<file path="config.mk">
export PLATFORM = sky130hd
export DESIGN_NAME = gcd_sqrt
export DESIGN_NICKNAME = d
export VERILOG_FILES = /design/src/hdl/gcd_pkg.sv /design/src/hdl/gcd_sqrt.sv
export SDC_FILE = /design/constraint.sdc
export NUM_CORES = 2
export LEC_CHECK = 0
export BUFFER_PORTS_ARGS = -buffer_cell sky130_fd_sc_hd__buf_2
export CAP_MARGIN = 20
export CORE_ASPECT_RATIO = 1.25
export CORE_MARGIN = 2
export CORE_UTILIZATION = 60
export DETAILED_ROUTE_END_ITERATION = 10
export GPL_TIMING_DRIVEN = 0
export PLACE_DENSITY = 0.8
export SLEW_MARGIN = 20
export SYNTH_ARGS = -nofsm -noshare
export SYNTH_HDL_FRONTEND = slang
export SYNTH_MEMORY_MAX_BITS = 65536
export SYNTH_SLANG_ARGS = --single-unit
export TNS_END_PERCENT = 10
</file>
<file path="constraint.sdc">
create_clock -name clk -period 4.1 [get_ports clk]
set_input_delay 0.205 -clock clk [delete_from_list [all_inputs] [get_ports clk]]
set_output_delay 0.205 -clock clk [all_outputs]
set_load 0.05 [all_outputs]
</file>
<file path="src/hdl/gcd_pkg.sv">
// ----------------------------------------------------------------------------
// Great-circle distance package
// Widths, fixed-point constants and the arctangent table that the datapath
// modules share.
// ----------------------------------------------------------------------------
package gcd_pkg;

  localparam int DW = 34;
  localparam int UW = 26;
  localparam int RW = 24;
  localparam int OW = 26;

  localparam int CORDIC_STEPS_DEF = 24;
  localparam int MAX_STEPS = 32;

  localparam logic [RW-1:0] RADIUS_RST = 24'd6371000;
  localparam logic [29:0] GAIN_INV_Q30 = 30'd652032874;
  localparam logic [26:0] DEG2RAD_Q32 = 27'd74961321;
  localparam logic signed [26:0] FULL_TURN = 27'sd47185920;
  localparam logic signed [26:0] HALF_TURN = 27'sd23592960;
  localparam logic signed [26:0] QUARTER_TURN = 27'sd11796480;
  localparam logic [30:0] ONE_Q30 = 31'd1073741824;
  localparam logic [OW-1:0] DIST_MAX = 26'h3FFFFFF;

  localparam logic [31:0] ATAN_TAB [MAX_STEPS] = '{
    32'h3243F6A8, 32'h1DAC6705, 32'h0FADBAFC, 32'h07F56EA6, 32'h03FEAB76,
    32'h01FFD55B, 32'h00FFFAAA, 32'h007FFF55, 32'h003FFFEA, 32'h001FFFFD,
    32'h000FFFFF, 32'h0007FFFF, 32'h0003FFFF, 32'h0001FFFF, 32'h0000FFFF,
    32'h00007FFF, 32'h00003FFF, 32'h00001FFF, 32'h00000FFF, 32'h000007FF,
    32'h000003FF, 32'h000001FF, 32'h000000FF, 32'h0000007F, 32'h0000003F,
    32'h0000001F, 32'h0000000F, 32'h00000007, 32'h00000003, 32'h00000001,
    32'h00000000, 32'h00000000
  };

endpackage

</file>
<file path="src/hdl/gcd_sqrt.sv">
// ----------------------------------------------------------------------------
// Square root pipeline
// Digit recurrence for the floor square root, one result bit per stage.
// ----------------------------------------------------------------------------
module gcd_sqrt
  import gcd_pkg::*;
(
  input  logic        clk,
  input  logic        rst_n,
  input  logic        in_vld,
  input  logic [60:0] in_val,
  output logic        out_vld,
  output logic [30:0] out_root
);

  localparam int NB = 32;

  logic        v_r [NB];
  logic [63:0] rem_r [NB];
  logic [63:0] root_r [NB];

  for (genvar k = 0; k < NB; k++) begin : g_stage
    localparam logic [63:0] BIT = 64'd1 << (62 - 2 * k);
    logic        vp;
    logic [63:0] remp;
    logic [63:0] rootp;
    logic [63:0] trial;

    if (k == 0) begin : g_first
      assign vp    = in_vld;
      assign remp  = 64'(in_val);
      assign rootp = '0;
    end else begin : g_next
      assign vp    = v_r[k-1];
      assign remp  = rem_r[k-1];
      assign rootp = root_r[k-1];
    end

    assign trial = rootp + BIT;

    always_ff @(posedge clk) begin
      if (!rst_n) begin
        v_r[k] <= 1'b0;
      end else begin
        v_r[k] <= vp;
      end
    end

    always_ff @(posedge clk) begin
      if (remp >= trial) begin
        rem_r[k]  <= remp - trial;
        root_r[k] <= (rootp >> 1) + BIT;
      end else begin
        rem_r[k]  <= remp;
        root_r[k] <= rootp >> 1;
      end
    end
  end

  assign out_vld  = v_r[NB-1];
  assign out_root = root_r[NB-1][30:0];

endmodule

</file>
==> results.toml <==
[outcome]
status = "finished, final reports clean"

[clock_tree]
cts-buffers-inserted = 214
cts_root_buf = "clkbuf_16"
clk_transition_reported_paths_ns = 0.06
cts_tree = "done"
clock_latency_ns = 0.92
cts_sinks = 2507
cts_buffer_depth = 3
ctsHtreeMaxLevel = 4

[detailed_routing]
viasPerCell = 5.83
drtIter0Drc = 4850
routedWlPerCell_um = 21.0
drtPass1Iterations = 6
routed_wl_mm = 253
drc_errors = 0
ant_nets = 0
vias = 70200

[timing]
fin_worst_skew_ns = 0.114
relSlewSlack_pct = 25.9
post-route-min-period_ns = 4.07
fmax_ghz = 0.246
setup_slack_ns = 0.0275
rsz0062_at_grt = "true"
setup_violations = 0
maxSlewViolCount = 0
hold_violations = 0
tightest_slew_ns = 1.09
finalCritPeriodShare_pct = 99.3

[placement]
placed_area_sq_mm = 0.0968
place_ws_ns = -0.885
port_buffers = 95
routabilityCongestion = 0.983
dp_hpwl_mm = 185

[global_routing]
grt_use_total_pct = 31.2
grt_pass1_vias = 71900
grt_pass1_wl_mm = 392
grt_antenna_before_repair = 7
grt.overflow.total = 0
grt_max_degree = 20

[power]
cellPowerDensity_mw_per_mm2 = 649
p_leak_uw = 0.0483
vdd_ir_drop_max_mv = 0.590

[synthesis]
synth_async_sr_flop_share_pct = 0
netlist_instances = 9352
yosysTopAreaCellShare_pct = 53.6
synth_area_leaders = "dfxtp_1, ha_1, xnor2_1, xor2_1, a21oi_1"
ys_ff_latch = 2507
synth_area_per_cell_sq_um = 10.0
yosysMostFrequentCell = "dfxtp_1"
synth_area_sq_mm = 0.0937
synth-seq-area-share_pct = 53.6
synth_warnings = 0
synth_common_cells = "dfxtp_1, inv_1, nand2_1"
ys.flop_type = "dfxtp_1"
synth.distinct_cells = 93
synth.largest_area_cell = "dfxtp_1"
synth_edf_count = 0

[cells_and_area]
final_nets = 10400
multiInputGateArea_sq_mm = 0.0408
fillers = 11300
finalInstanceArea_sq_mm = 0.107
final-seq-area_sq_mm = 0.0502
drive_gt1_share_pct = 7.65
area_growth_pct = 13.7

[critical_path]
rr_worst_depth = 12
worstPathArrival_ns = 4.85
critPathMaxFanout = 10
crit_required_ns = 4.88
crit_path_end_kind = "flop"
start_kind = "flop"
criticalPathCategory = "reg2reg"

[min_path]
min_path_type = "in2reg"
holdPathStages = 3

[floorplan]
coreArea_sq_mm = 0.155
num_rows = 162
start_util_pct = 60.3
dieHeight_um = 446
design.die.area_sq_mm = 0.159
ios = 96
die_w_um = 357

[flow_run]
max-cap-violations = 0
==> cells by family after synthesis <==
group                    after synthesis  synth area share (%)
adder cells (fa/ha/maj)              523                  6.98
AO/OA/AOI/OAI                       1741                  11.6
buffers and inverters                849                  3.42
multiplexers                          83                 0.982
XOR/XNOR                             867                  8.10
AND/OR/NAND/NOR                     2781                  15.3
flip-flops                          2507                  53.6
other                                  1               0.00400
==> through the flow <==
step / total power [uW] / hold WS (ns) / util, % / std cells / TNS (ns)
3_3_place_gp: 46400 / 0.307 / 62.2 / 11500 / -239.11
3_5_place_dp: 46800 / 0.309 / 62.3 / 11500 / -143.46
6_report: 69200 / 0.209 / 68.5 / 12000 / 0
4_1_cts: 68800 / 0.160 / 68.4 / 12000 / -0.180
5_1_grt: 72200 / 0.213 / 68.5 / 12000 / -1.22
2_1_floorplan: 42400 / 0.233 / - / 9353 / 0
==> critical path: stages (launching register included) <==
cell,delay [ns]
dfxtp_1,0.38
inv_1,0.06
ha_1,0.26
clkbuf_1,0.27
nand4_1,0.20
nand4bb_1,0.38
or3_1,0.60
nand4_1,0.16
or2_2,0.14
clkbuf_1,0.56
clkinvlp_4,0.46
nor3_1,0.32
xor2_1,0.17
==> area by class of cell <==
| type | instances | share of cell area, % |
|---|---|---|
| clock inverters | 125 | 1.73 |
| diodes | 2 | 0.00470 |
| flip-flops and latches | 2507 | 47.1 |
| multi-input cells | 5997 | 38.3 |
| inverters | 658 | 2.33 |
| well taps | 2050 | 2.41 |
| clock buffers | 277 | 5.64 |
| repair buffers | 239 | 1.74 |
| plain buffers | 178 | 0.695 |
==> what timing repair did <==
item	CTS	global route
resized for setup	76	67
setup buffers	12	2
setup endpoints to repair	435	311
pin swaps	11	9
gates cloned	0	0
hold buffers	125	0
endpoints found under the hold margin	93	0
==> layer usage <==
metal,vias up,share of wire [%],GRT usage (%)
li1,33500,-,-
met1,33500,36,31.2
met2,2308,53,59.3
met3,903,4.7,5.10
met4,4,6.7,19.7
met5,-,0.0095,0
==> path summary, 6_finish.rpt <==
check	start	end	slack, ns
worst max-delay path	root_r[0][1003]	rem_r[4][47]	0.03
worst min-delay path	rst_n	v_r[7][3]	0.21
worst max register to register	root_r[0][1003]	rem_r[4][47]	0.03
worst min register to register	rem_r[1][2]	rem_r[1][66]	0.32
==> cell usage in the layout (no fill, tap or decap), types with 69 or more instances in the layout <==
| master | instances |
|---|---|
| dfxtp_1 | 2507 |
| inv_1 | 649 |
| nand2_1 | 626 |
| nor2_1 | 599 |
| a21oi_1 | 537 |
| ha_1 | 516 |
| xnor2_1 | 468 |
| o21ai_0 | 412 |
| xor2_1 | 399 |
| nor4_1 | 292 |
| nor3_1 | 254 |
| clkbuf_16 | 215 |
| a21o_1 | 207 |
| nand4_1 | 166 |
| nand3_1 | 159 |
| clkbuf_1 | 155 |
| dlygate4sd3_1 | 125 |
| nand2b_1 | 109 |
| buf_2 | 107 |
| o21a_1 | 94 |
| or4_1 | 84 |
| or3_1 | 75 |
| mux2_2 | 69 |
==> registers in the layout (all words and copies together) (netlist names) <==
register  count
v_r          32
rem_r      1979
root_r      496
==> power breakdown <==
group,internal (uW),leakage (uW),total (uW),switching (uW)
clock network,12500,0.00380,22100,9620
logic,5880,0.0235,13400,7540
registers,29200,0.0210,33700,4450
total,47600,0.0483,69200,21600
Power figures use the tool's default switching activity.
