File: config.mk
export PLATFORM = sky130hd
export DESIGN_NAME = gcd_angle_prep
export DESIGN_NICKNAME = d
export VERILOG_FILES = /design/src/hdl/gcd_pkg.sv /design/src/hdl/gcd_angle_prep.sv
export SDC_FILE = /design/constraint.sdc
export NUM_CORES = 1
export LEC_CHECK = 0
export CORE_ASPECT_RATIO = 1.2
export CORE_MARGIN = 5
export CORE_UTILIZATION = 30
export DETAILED_ROUTE_END_ITERATION = 8
export DONT_BUFFER_PORTS = 1
export GPL_TIMING_DRIVEN = 0
export PLACE_DENSITY = 0.51
export SLEW_MARGIN = 10
export SYNTH_ARGS = -nofsm -noshare
export SYNTH_HDL_FRONTEND = slang
export SYNTH_SLANG_ARGS = --single-unit
File: constraint.sdc
create_clock -name clk -period 6.99 [get_ports clk]
set_input_delay 1.398 -clock clk [delete_from_list [all_inputs] [get_ports clk]]
set_output_delay 1.398 -clock clk [all_outputs]
set_load 0.01 [all_outputs]
File: src/hdl/gcd_pkg.sv
// ----------------------------------------------------------------------------
// Great-circle distance package
// Widths, fixed-point constants and the arctangent table that the datapath
// modules share.
// ----------------------------------------------------------------------------
package gcd_pkg;

  localparam int DW = 34;
  localparam int UW = 26;
  localparam int RW = 24;
  localparam int OW = 26;

  localparam int CORDIC_STEPS_DEF = 24;
  localparam int MAX_STEPS = 32;

  localparam logic [RW-1:0] RADIUS_RST = 24'd6371000;
  localparam logic [29:0] GAIN_INV_Q30 = 30'd652032874;
  localparam logic [26:0] DEG2RAD_Q32 = 27'd74961321;
  localparam logic signed [26:0] FULL_TURN = 27'sd47185920;
  localparam logic signed [26:0] HALF_TURN = 27'sd23592960;
  localparam logic signed [26:0] QUARTER_TURN = 27'sd11796480;
  localparam logic [30:0] ONE_Q30 = 31'd1073741824;
  localparam logic [OW-1:0] DIST_MAX = 26'h3FFFFFF;

  localparam logic [31:0] ATAN_TAB [MAX_STEPS] = '{
    32'h3243F6A8, 32'h1DAC6705, 32'h0FADBAFC, 32'h07F56EA6, 32'h03FEAB76,
    32'h01FFD55B, 32'h00FFFAAA, 32'h007FFF55, 32'h003FFFEA, 32'h001FFFFD,
    32'h000FFFFF, 32'h0007FFFF, 32'h0003FFFF, 32'h0001FFFF, 32'h0000FFFF,
    32'h00007FFF, 32'h00003FFF, 32'h00001FFF, 32'h00000FFF, 32'h000007FF,
    32'h000003FF, 32'h000001FF, 32'h000000FF, 32'h0000007F, 32'h0000003F,
    32'h0000001F, 32'h0000000F, 32'h00000007, 32'h00000003, 32'h00000001,
    32'h00000000, 32'h00000000
  };

endpackage

File: src/hdl/gcd_angle_prep.sv
// ----------------------------------------------------------------------------
// Angle preparation
// Reduces an angle to within plus or minus a half turn, folds it to within plus
// or minus a quarter turn and converts it to radians in two register stages.
// ----------------------------------------------------------------------------
module gcd_angle_prep
  import gcd_pkg::*;
(
  input  logic                 clk,
  input  logic                 rst_n,
  input  logic                 in_vld,
  input  logic signed [UW-1:0] in_u,
  output logic                 out_vld,
  output logic signed [DW-1:0] out_z,
  output logic                 out_flip
);

  logic signed [26:0] u_ext;
  logic signed [26:0] r_wrap;
  logic signed [26:0] r_fold;
  logic               flip_nxt;
  logic [23:0]        mag_nxt;

  logic               v1_r;
  logic [23:0]        mag_r;
  logic               neg_r;
  logic               flip1_r;

  logic [50:0]        prod;
  logic [DW-1:0]      zmag;

  logic               v2_r;
  logic signed [DW-1:0] z_r;
  logic               flip2_r;

  assign u_ext = 27'(in_u);

  always_comb begin
    if (u_ext >= HALF_TURN) begin
      r_wrap = u_ext - FULL_TURN;
    end else if (u_ext < -HALF_TURN) begin
      r_wrap = u_ext + FULL_TURN;
    end else begin
      r_wrap = u_ext;
    end
    if (r_wrap > QUARTER_TURN) begin
      r_fold   = HALF_TURN - r_wrap;
      flip_nxt = 1'b1;
    end else if (r_wrap < -QUARTER_TURN) begin
      r_fold   = -HALF_TURN - r_wrap;
      flip_nxt = 1'b1;
    end else begin
      r_fold   = r_wrap;
      flip_nxt = 1'b0;
    end
    mag_nxt = r_fold[26] ? 24'(-r_fold) : r_fold[23:0];
  end

  assign prod = 51'(mag_r) * 51'(DEG2RAD_Q32);
  assign zmag = DW'(prod[50:19]);

  always_ff @(posedge clk) begin
    if (!rst_n) begin
      v1_r <= 1'b0;
      v2_r <= 1'b0;
    end else begin
      v1_r <= in_vld;
      v2_r <= v1_r;
    end
  end

  always_ff @(posedge clk) begin
    mag_r   <= mag_nxt;
    neg_r   <= r_fold[26];
    flip1_r <= flip_nxt;
    z_r     <= neg_r ? -$signed(zmag) : $signed(zmag);
    flip2_r <= flip1_r;
  end

  assign out_vld  = v2_r;
  assign out_z    = z_r;
  assign out_flip = flip2_r;

endmodule

==> results of run 1 <==
-- state kept, by name, summed over array words and instances (netlist names) --
| register | flops |
|---|---|
| out_z | 34 |
| mag_r | 24 |
| flip1_r | 1 |
| neg_r | 1 |
| out_flip | 1 |
| out_vld | 1 |
| v1_r | 1 |
-- worst max-delay path, cell delays in order (launching register included) --
cell and delay (ps):
dfxtp_4 350, fa_2 540, fa_1 560, inv_2 50, fa_1 500, inv_2 40, fa_1 520, inv_2 40
fa_1 500, inv_2 50, fa_1 520, inv_1 50, fa_1 370, inv_2 90, ha_4 230, a21oi_4 190
o21ai_4 90, a2111oi_4 310, buf_4 200, a21boi_2 70, xor2_2 200, a2111o_1 390, or3_4 430, buf_6 150
or2_4 280, o41ai_2 380, xnor2_1 130
-- placed cells by master (no fill, tap or decap), types with 10 or more instances in the layout --
cell type  netlist  layout
ha_1           251     227
o21a_1          14      13
mux2i_1         11      11
o21ai_0         68      44
ha_2             0      11
xor2_1          24      22
o31ai_1         18      12
nor3_1          26      22
clkbuf_16        0      10
a21oi_4          0      11
dfxtp_1         63      39
clkbuf_1        30      18
and3_1          11      11
o21ai_2          0      10
nand3_1         24      23
o211ai_1        15      15
buf_6            0      14
buf_4            0      79
xnor2_1         67      62
ha_4             0      13
nor2_1          75      67
inv_1          369     352
a21oi_1         65      46
inv_2            1      18
o21ai_1          2      11
dfxtp_4          0      16
a21oi_2          2      10
fa_1           233     224
a21o_1          21      21
or3_1           18      14
or2_2           14      11
and2_1          18      16
nand2_1         86      76
nand4_1         17      17
-- metal layers --
layer / up-vias / share of wire [%]
met5: - / 0
met4: 0 / 2.4
met3: 35 / 1.5
met2: 136 / 55
met1: 6171 / 41
li1: 5852 / -
-- repair_timing --
item / 4_1_cts / 5_1_grt
gates resized for setup: 197 / 74
pin swaps: 66 / 76
endpoints found under the setup margin: 29 / 26
buffers inserted: 71 / 23
hold buffers: 0 / 0
-- layout make-up --
type | instances | share of cell area, %
plain buffers | 31 | 0.925
clock buffers | 10 | 1.30
clock inverters | 5 | 0.313
inverters | 370 | 7.55
multi-input cells | 1234 | 74.0
flip-flops and latches | 63 | 7.24
well taps | 651 | 4.43
repair buffers | 94 | 4.24
-- worst max-delay path by stage --
stage,to
floorplan,out_z[31]
global placement,out_z[31]
detailed placement,out_z[27]
CTS,out_z[31]
global route,out_z[23]
finish,out_z[23]
-- per-stage QoR --
| step | std cells | utilization [%] | area (µm²) | TNS, ps |
|---|---|---|---|---|
| 2_1_floorplan | 1705 | - | 15500 | 0 |
| 3_3_place_gp | 2356 | 32.0 | 16300 | -24660 |
| 3_5_place_dp | 2356 | 32.0 | 16300 | -26030 |
| 4_1_cts | 2436 | 35.1 | 18000 | -3460 |
| 5_1_grt | 2458 | 36.0 | 18400 | -8830 |
| 6_report | 2458 | 36.0 | 18400 | -3790 |
-- cells by family (layout without fill, tap and decap cells) --
| kind of cell | count (synthesis) | in the layout |
|---|---|---|
| compound gates | 310 | 310 |
| mux | 12 | 12 |
| simple gates | 336 | 336 |
| flops | 63 | 63 |
| fa+ha+maj | 485 | 485 |
| xor+xnor | 91 | 91 |
| buf+inv | 408 | 510 |
==> impl_metrics.toml, run 1 <==
[clock_network]
cts_max_path_buffers = 2
clk_latency_ps = 360
cts_buffers = 9
clkTransAtPathRegs_ps = 60
htreeDepth = 3
cts_root_buffer = "clkbuf_16"
cts_sinks = 63
cts_tree = "done"

[synthesis]
synthCells = 1705
netlist_area_um2 = 15400
yosysMostFrequentCell = "inv_1"
synth-seq-cells = 63
muxShareOfSynthArea_pct = 0.788
synth_area_leaders = "fa_1 (30%), ha_1 (20%), inv_1 (9.0%)"
yosysTopAreaCell = "fa_1"
synth-compound-area-share_pct = 13.8
synth_common_cells = "inv_1 (369), ha_1 (251), fa_1 (233)"
synthXorXnorAreaFrac_pct = 5.17
ys_warn_count = 0
synth_fp_nets = 2218
synth_top_family_by_area = "adder cells"
synth_top_area_share_pct = 30.3
synth-async-reset-ratio_pct = 0
synth-simple-area-share_pct = 11.3
synthDistinctLibCells = 82
seq_area_frac_synth_pct = 8.19
synth_fa_ha_area_share_pct = 50.7
synth_edf_count = 0
avgSynthCellArea_um2 = 9.04
ys.flop_type = "dfxtp_1"

[layout]
area.sequential_um2 = 1330
multiInputGateArea_um2 = 13600
layout.nets = 2316
area_growth_syn_to_layout_pct = 19.3
antenna_cells = 0
drive_gt1_share_pct = 19.0
num-fill-cells = 5137

[grt]
antenna_found_initial = 0
grtUsageTotal_pct = 15.6
overflow = 0
grt_pass1_vias = 12800
grtUsageMet1_pct = 18.4
grtUsageMet3_pct = 1.13
grt_max_degree = 12
top_usage_layer = "met2"
grt_pass1_wl_mm = 69.8
met2_usage_pct = 30.1

[sta]
setup_viol = 20
finalCritPeriodShare_pct = 105
slew_headroom_pct = 33.0
finalHoldViolations = 0
hold_ws_ps = 327
rsz0062_at_grt = "yes"
max_freq_mhz = 136
worst_pin_slew_ps = 1010
timing.final.ws_setup_ps = -359
finalCriticalPeriod_ps = 7350
drv_slew = 0
fin_skew_ps = 11.2

[outcome]
violations = "negative setup slack"
outcome = "complete, but fails checks"

[worst_setup_path]
ff2ff_path_depth = 26
cp.required_ps = 7220
crit_type = "register to register"
ff2ff_setup_slack_ps = -360
regToRegEndpoint = "out_z[23]"
crit_arrival_ps = 7580
start_kind = "register"
cp-end-kind = "register"
rr_startpoint = "mag_r[3]"
startpoint = "mag_r[3]"
critPathMaxFanout = 6

[floorplanning]
die_w_um = 217
die_height_um = 258
rows = 91
start_util_pct = 30.1
io_pins = 65
core_area_um2 = 51100
dieArea_um2 = 56000

[hold_path]
holdPathEnd = "out_flip"
hold_depth = 0
min_path_type = "register to register"
hold_start = "flip1_r"

[run]
maxCapViolCount = 0

[detailed_routing]
via_per_inst = 4.96
first_iter_violations = 580
ant_nets = 0
drc = 0
dr_total_vias = 12200
wl_per_cell_um = 18.0
wirelength_mm = 44.3
firstDrtPassIters = 5

[placement]
dp_worst_setup_slack_ps = -1390
io_buffers = 0
hpwl_mm = 37.5
place_congestion = 0.881
Power of run 1 is not shown: default switching activity piles up to over one toggle a cycle in this logic, so the estimate is an artifact.
==> inputs of run 2 (changes only) <==
- PLACE_DENSITY: 0.51 -> 0.5
- clock period: 6.99 -> 8.45 ns (I/O delays scaled with it)
==> run 2 against run 1 <==
Compared with the run above: the flow now finishes without violations; cell area fell by 9.5%; sequential share of layout area rose by 0.44 points; utilization fell by 3.4 points; fmax fell by 8.5%; routed wire length fell by 4.6%; register-to-register slack improved by 780 ps; worst setup slack improved by 780 ps; clock-buffer cell count rose by 2; sequential cell count did not move.
==> impl_metrics.toml, run 2 (synthesized netlist as in run 1, its figures left out) <==
[outcome]
outcome = "complete, no violations"

[layout]
antenna_cells = 0
final_common_cell = "inv_1"
drive_gt1_share_pct = 5.17
largest_reg_flops = 34
final_cell_mix = "inv_1 (369), ha_1 (250), fa_1 (232)"
area_growth_syn_to_layout_pct = 7.99
layout.nets = 2229
num-fill-cells = 5280

[sta]
worst_pin_slew_ps = 727
finalCriticalPeriod_ps = 8030
timing.final.ws_setup_ps = 418
rsz0062_at_grt = "no"
finalCritPeriodShare_pct = 95.1
finalHoldViolations = 0
slew_headroom_pct = 51.5
setup_viol = 0
drv_slew = 0
fin_skew_ps = 13.7
max_freq_mhz = 124

[clock_network]
ctsHoldBuffers = 0
cts_max_path_buffers = 2
htreeDepth = 3
cts_root_buffer = "clkbuf_16"
cts_sinks = 63
cts_tree = "done"
clkTransAtPathRegs_ps = 60
cts_buffers = 9
clk_latency_ps = 350

[run]
maxCapViolCount = 0

[worst_setup_path]
crit_arrival_ps = 8310
critPathMaxFanout = 9
slowest_delay_ps = 590
startpoint = "mag_r[5]"
cp-end-kind = "register"
critPathSlowestCell = "fa_2"
path_delay_family = "adder cells"
start_kind = "register"
critPathBufInv = 6
cp.required_ps = 8720
rr_startpoint = "mag_r[5]"
crit_path_frequent_cell = "fa_1"
crit_type = "register to register"

[floorplanning]
dieArea_um2 = 56000
start_util_pct = 30.1
core_area_um2 = 51100
die_height_um = 258
io_pins = 65
die_w_um = 217
rows = 91

[detailed_routing]
wirelength_mm = 42.3
via_per_inst = 4.94
first_iter_violations = 506
dr_total_vias = 11700
ant_nets = 0
firstDrtPassIters = 5
wl_per_cell_um = 17.8
drc = 0

[grt]
grt_pass1_wl_mm = 68.0
grt_pass1_vias = 12400
overflow = 0
grt_max_degree = 11
grtUsageTotal_pct = 15.2
antenna_found_initial = 0

[hold_path]
hold_start = "flip1_r"
min_path_type = "register to register"

[placement]
place_congestion = 0.882
dp_worst_setup_slack_ps = -329
io_buffers = 0
hpwl_mm = 37.5
[run 2: cell types whose count changed in the layout (fill, tap and decap cells not counted), sizes merged]
| cell | previous run | this run |
|---|---|---|
| clkbuf | 31 | 39 |
| clkinv | 2 | 1 |
| inv | 371 | 370 |
| buf | 104 | 11 |
[run 2: per-layer routing]
metal	global-route usage, %	part of all wire (%)	routed length, µm
met4	4.41	2.4	1030
met1	18.3	42	17500
met5	0	0	0
met2	28.9	54	22900
met3	1.11	1.7	729
[run 2: timing repair]
| item | 4_1_cts | 5_1_grt |
|---|---|---|
| endpoints found under the setup margin | 5 | 19 |
| gates resized for setup | 8 | 27 |
| setup buffers | 0 | 3 |
| gates cloned | 0 | 0 |
| pin swaps | 0 | 2 |
[run 2: final timing paths]
kind / to / slack [ps] / cells after the start
setup / recovery: out_z[31] / 420 / 25
hold / removal: out_flip / 340 / 0
setup reg to reg: out_z[31] / 420 / 25
hold reg to reg: out_flip / 340 / 0
[run 2: final cells by class]
type	count	area, µm²	share of cell area [%]
Tap cell	651	815	4.90
Clock inverter	3	42.5	0.256
Clock buffer	12	256	1.54
Inverter	370	1390	8.35
Timing Repair Buffer	3	35.0	0.211
Multi-Input combinational cell	1234	12700	76.2
Buffer	35	141	0.850
Sequential cell	63	1280	7.68
[run 2: through the flow]
step                      instances  util [%]  hold WS [ps]  cell area [µm²]  setup TNS [ps]
final                          2371      32.5           339            16600               0
after global routing           2371      32.5           340            16600               0
after CTS                      2370      32.4           335            16500               0
after detailed placement       2356      31.7           322            16200            -746
after global placement         2356      31.7           315            16200            -740
after floorplan                1705         -           310            15400               0
[run 2: worst reg2reg max path, delay by kind of cell, from the launching register on]
kind	cells	cell delay [ps]
adders and majority gates	8	3900
AOI/OAI and AO/OA	7	1720
DFF	1	510
and+or+nand+nor	3	980
xor gates and xnor gates	1	220
buffers and inverters	6	630
Power of run 2 is left out for the same reason.
==> inputs of run 3 (changes only) <==
- PLACE_DENSITY: 0.5 -> 0.53
==> run 3 against run 2 <==
Compared with the run above: fmax decreased by 1.1%; die area unchanged; first-iteration DRC count decreased by 16%; routed wire length decreased by 1.4%; critical path type unchanged; worst setup slack got worse by 93 ps; sequential cell count unchanged; cell count unchanged; highest routed layer unchanged; clock skew decreased by 3.2 ps; utilization decreased by 0.088 points; clock-buffer cell count unchanged; critical endpoint unchanged.
==> impl_metrics.toml, run 3 (synthesized netlist as in run 1, its figures left out) <==
[sta]
tns_ps = 0
finalCritPeriodShare_pct = 96.2
setup_viol = 0
max_freq_mhz = 123
worst_pin_slew_ps = 818
slew_headroom_pct = 45.1
drv_slew = 0
rsz0062_at_grt = "no"
finalHoldViolations = 0
fin_skew_ps = 10.5
finalCriticalPeriod_ps = 8120

[clock_network]
clk_latency_ps = 360
cts_root_buffer = "clkbuf_16"
cts_max_path_buffers = 2
cts_buffers = 9
cts_tree = "done"
ctsHoldBuffers = 0
clkTransAtPathRegs_ps = 50
cts_sinks = 63
htreeDepth = 3

[floorplanning]
core_area_um2 = 51100
rows = 91
die_height_um = 258
die_w_um = 217
io_pins = 65
start_util_pct = 30.1
dieArea_um2 = 56000

[worst_setup_path]
cp-end-kind = "register"
start_kind = "register"
crit_arrival_ps = 8400
crit_type = "register to register"
regToRegEndpoint = "out_z[31]"
ff2ff_path_depth = 26
cp.required_ps = 8730
rr_startpoint = "mag_r[3]"
ff2ff_setup_slack_ps = 330
critPathMaxFanout = 8

[hold_path]
hold_start = "flip1_r"
min_path_type = "register to register"
hold_depth = 0
holdPathEnd = "out_flip"

[placement]
place_area_um2 = 16200
hpwl_mm = 37.0
io_buffers = 0
place_congestion = 0.875

[layout]
layout.nets = 2229
final_common_cell = "inv_1"
finish.utilization_pct = 32.5
largest_reg_flops = 34
drive_gt1_share_pct = 5.00
antenna_cells = 0
final_cell_mix = "inv_1 (369), ha_1 (251), fa_1 (232)"
num-fill-cells = 5297
area_growth_syn_to_layout_pct = 7.70
final_area_um2 = 16600

[detailed_routing]
via_per_inst = 4.97
drc = 0
wirelength_mm = 41.7
ant_nets = 0
wl_per_cell_um = 17.6
firstDrtPassIters = 5
first_iter_violations = 427
dr_total_vias = 11800

[grt]
grtUsageTotal_pct = 14.9
grt_pass1_wl_mm = 66.5
antenna_found_initial = 0
grt_max_degree = 11
grt_pass1_vias = 12400
overflow = 0

[outcome]
outcome = "complete, no violations"

[run]
maxCapViolCount = 0
==> run 3: worst max-delay path by stage <==
stage	from	to	slack, ps	cells past startpoint
6_report	mag_r[3]	out_z[31]	330	26
5_1_grt	mag_r[4]	out_z[31]	8	25
4_1_cts	mag_r[8]	out_z[31]	6	23
3_5_place_dp	mag_r[4]	out_z[31]	-450	25
3_3_place_gp	mag_r[4]	out_z[31]	-260	25
2_1_floorplan	mag_r[4]	out_z[31]	1020	25
==> run 3: stage by stage <==
| stage | std cells | hold WS [ps] | setup WS [ps] |
|---|---|---|---|
| floorplan | 1705 | 310 | 1020 |
| global placement | 2356 | 314 | -260 |
| detailed placement | 2356 | 317 | -451 |
| CTS | 2371 | 330 | 6.04 |
| global route | 2371 | 343 | 7.68 |
| finish | 2371 | 332 | 325 |
==> run 3: timing repair <==
action | 4_1_cts | 5_1_grt
setup buffers | 0 | 2
gates resized for setup | 8 | 22
pin swaps | 1 | 3
gates cloned | 0 | 0
endpoints found under the setup margin | 8 | 18
==> run 3: per-layer routing <==
| layer | vias to the layer above | part of all wire [%] | GRT usage, % |
|---|---|---|---|
| li1 | 5677 | - | - |
| met1 | 5926 | 41 | 17.7 |
| met2 | 143 | 55 | 28.7 |
| met3 | 43 | 1.8 | 1.12 |
| met4 | 0 | 2.5 | 4.48 |
| met5 | - | 0 | 0 |
==> run 3: cell type report <==
class / instances / area, µm² / share of cell area [%]
Multi-Input combinational cell: 1234 / 12700 / 76.3
Inverter: 370 / 1390 / 8.37
Sequential cell: 63 / 1280 / 7.73
Tap cell: 651 / 815 / 4.91
Clock buffer: 12 / 267 / 1.61
Buffer: 36 / 145 / 0.875
Clock inverter: 3 / 17.5 / 0.106
Timing Repair Buffer: 2 / 15.0 / 0.0905
==> run 3: critical path, stage by stage, from the launching register on <==
cell and delay, ps:
dfxtp_2 480, fa_2 560, fa_1 550, inv_1 60
fa_1 490, inv_1 50, fa_1 490, inv_1 50
fa_1 470, inv_1 60, fa_1 530, inv_1 50
fa_1 530, inv_1 40, ha_1 400, a21oi_1 320
o21ai_0 270, a221oi_2 310, o21a_2 290, xnor2_1 140
a211o_1 310, or3_1 490, nor4_4 450, buf_4 180
nand4_1 110, a211o_1 280, o211ai_1 80
Power of run 3 is left out for the same reason.
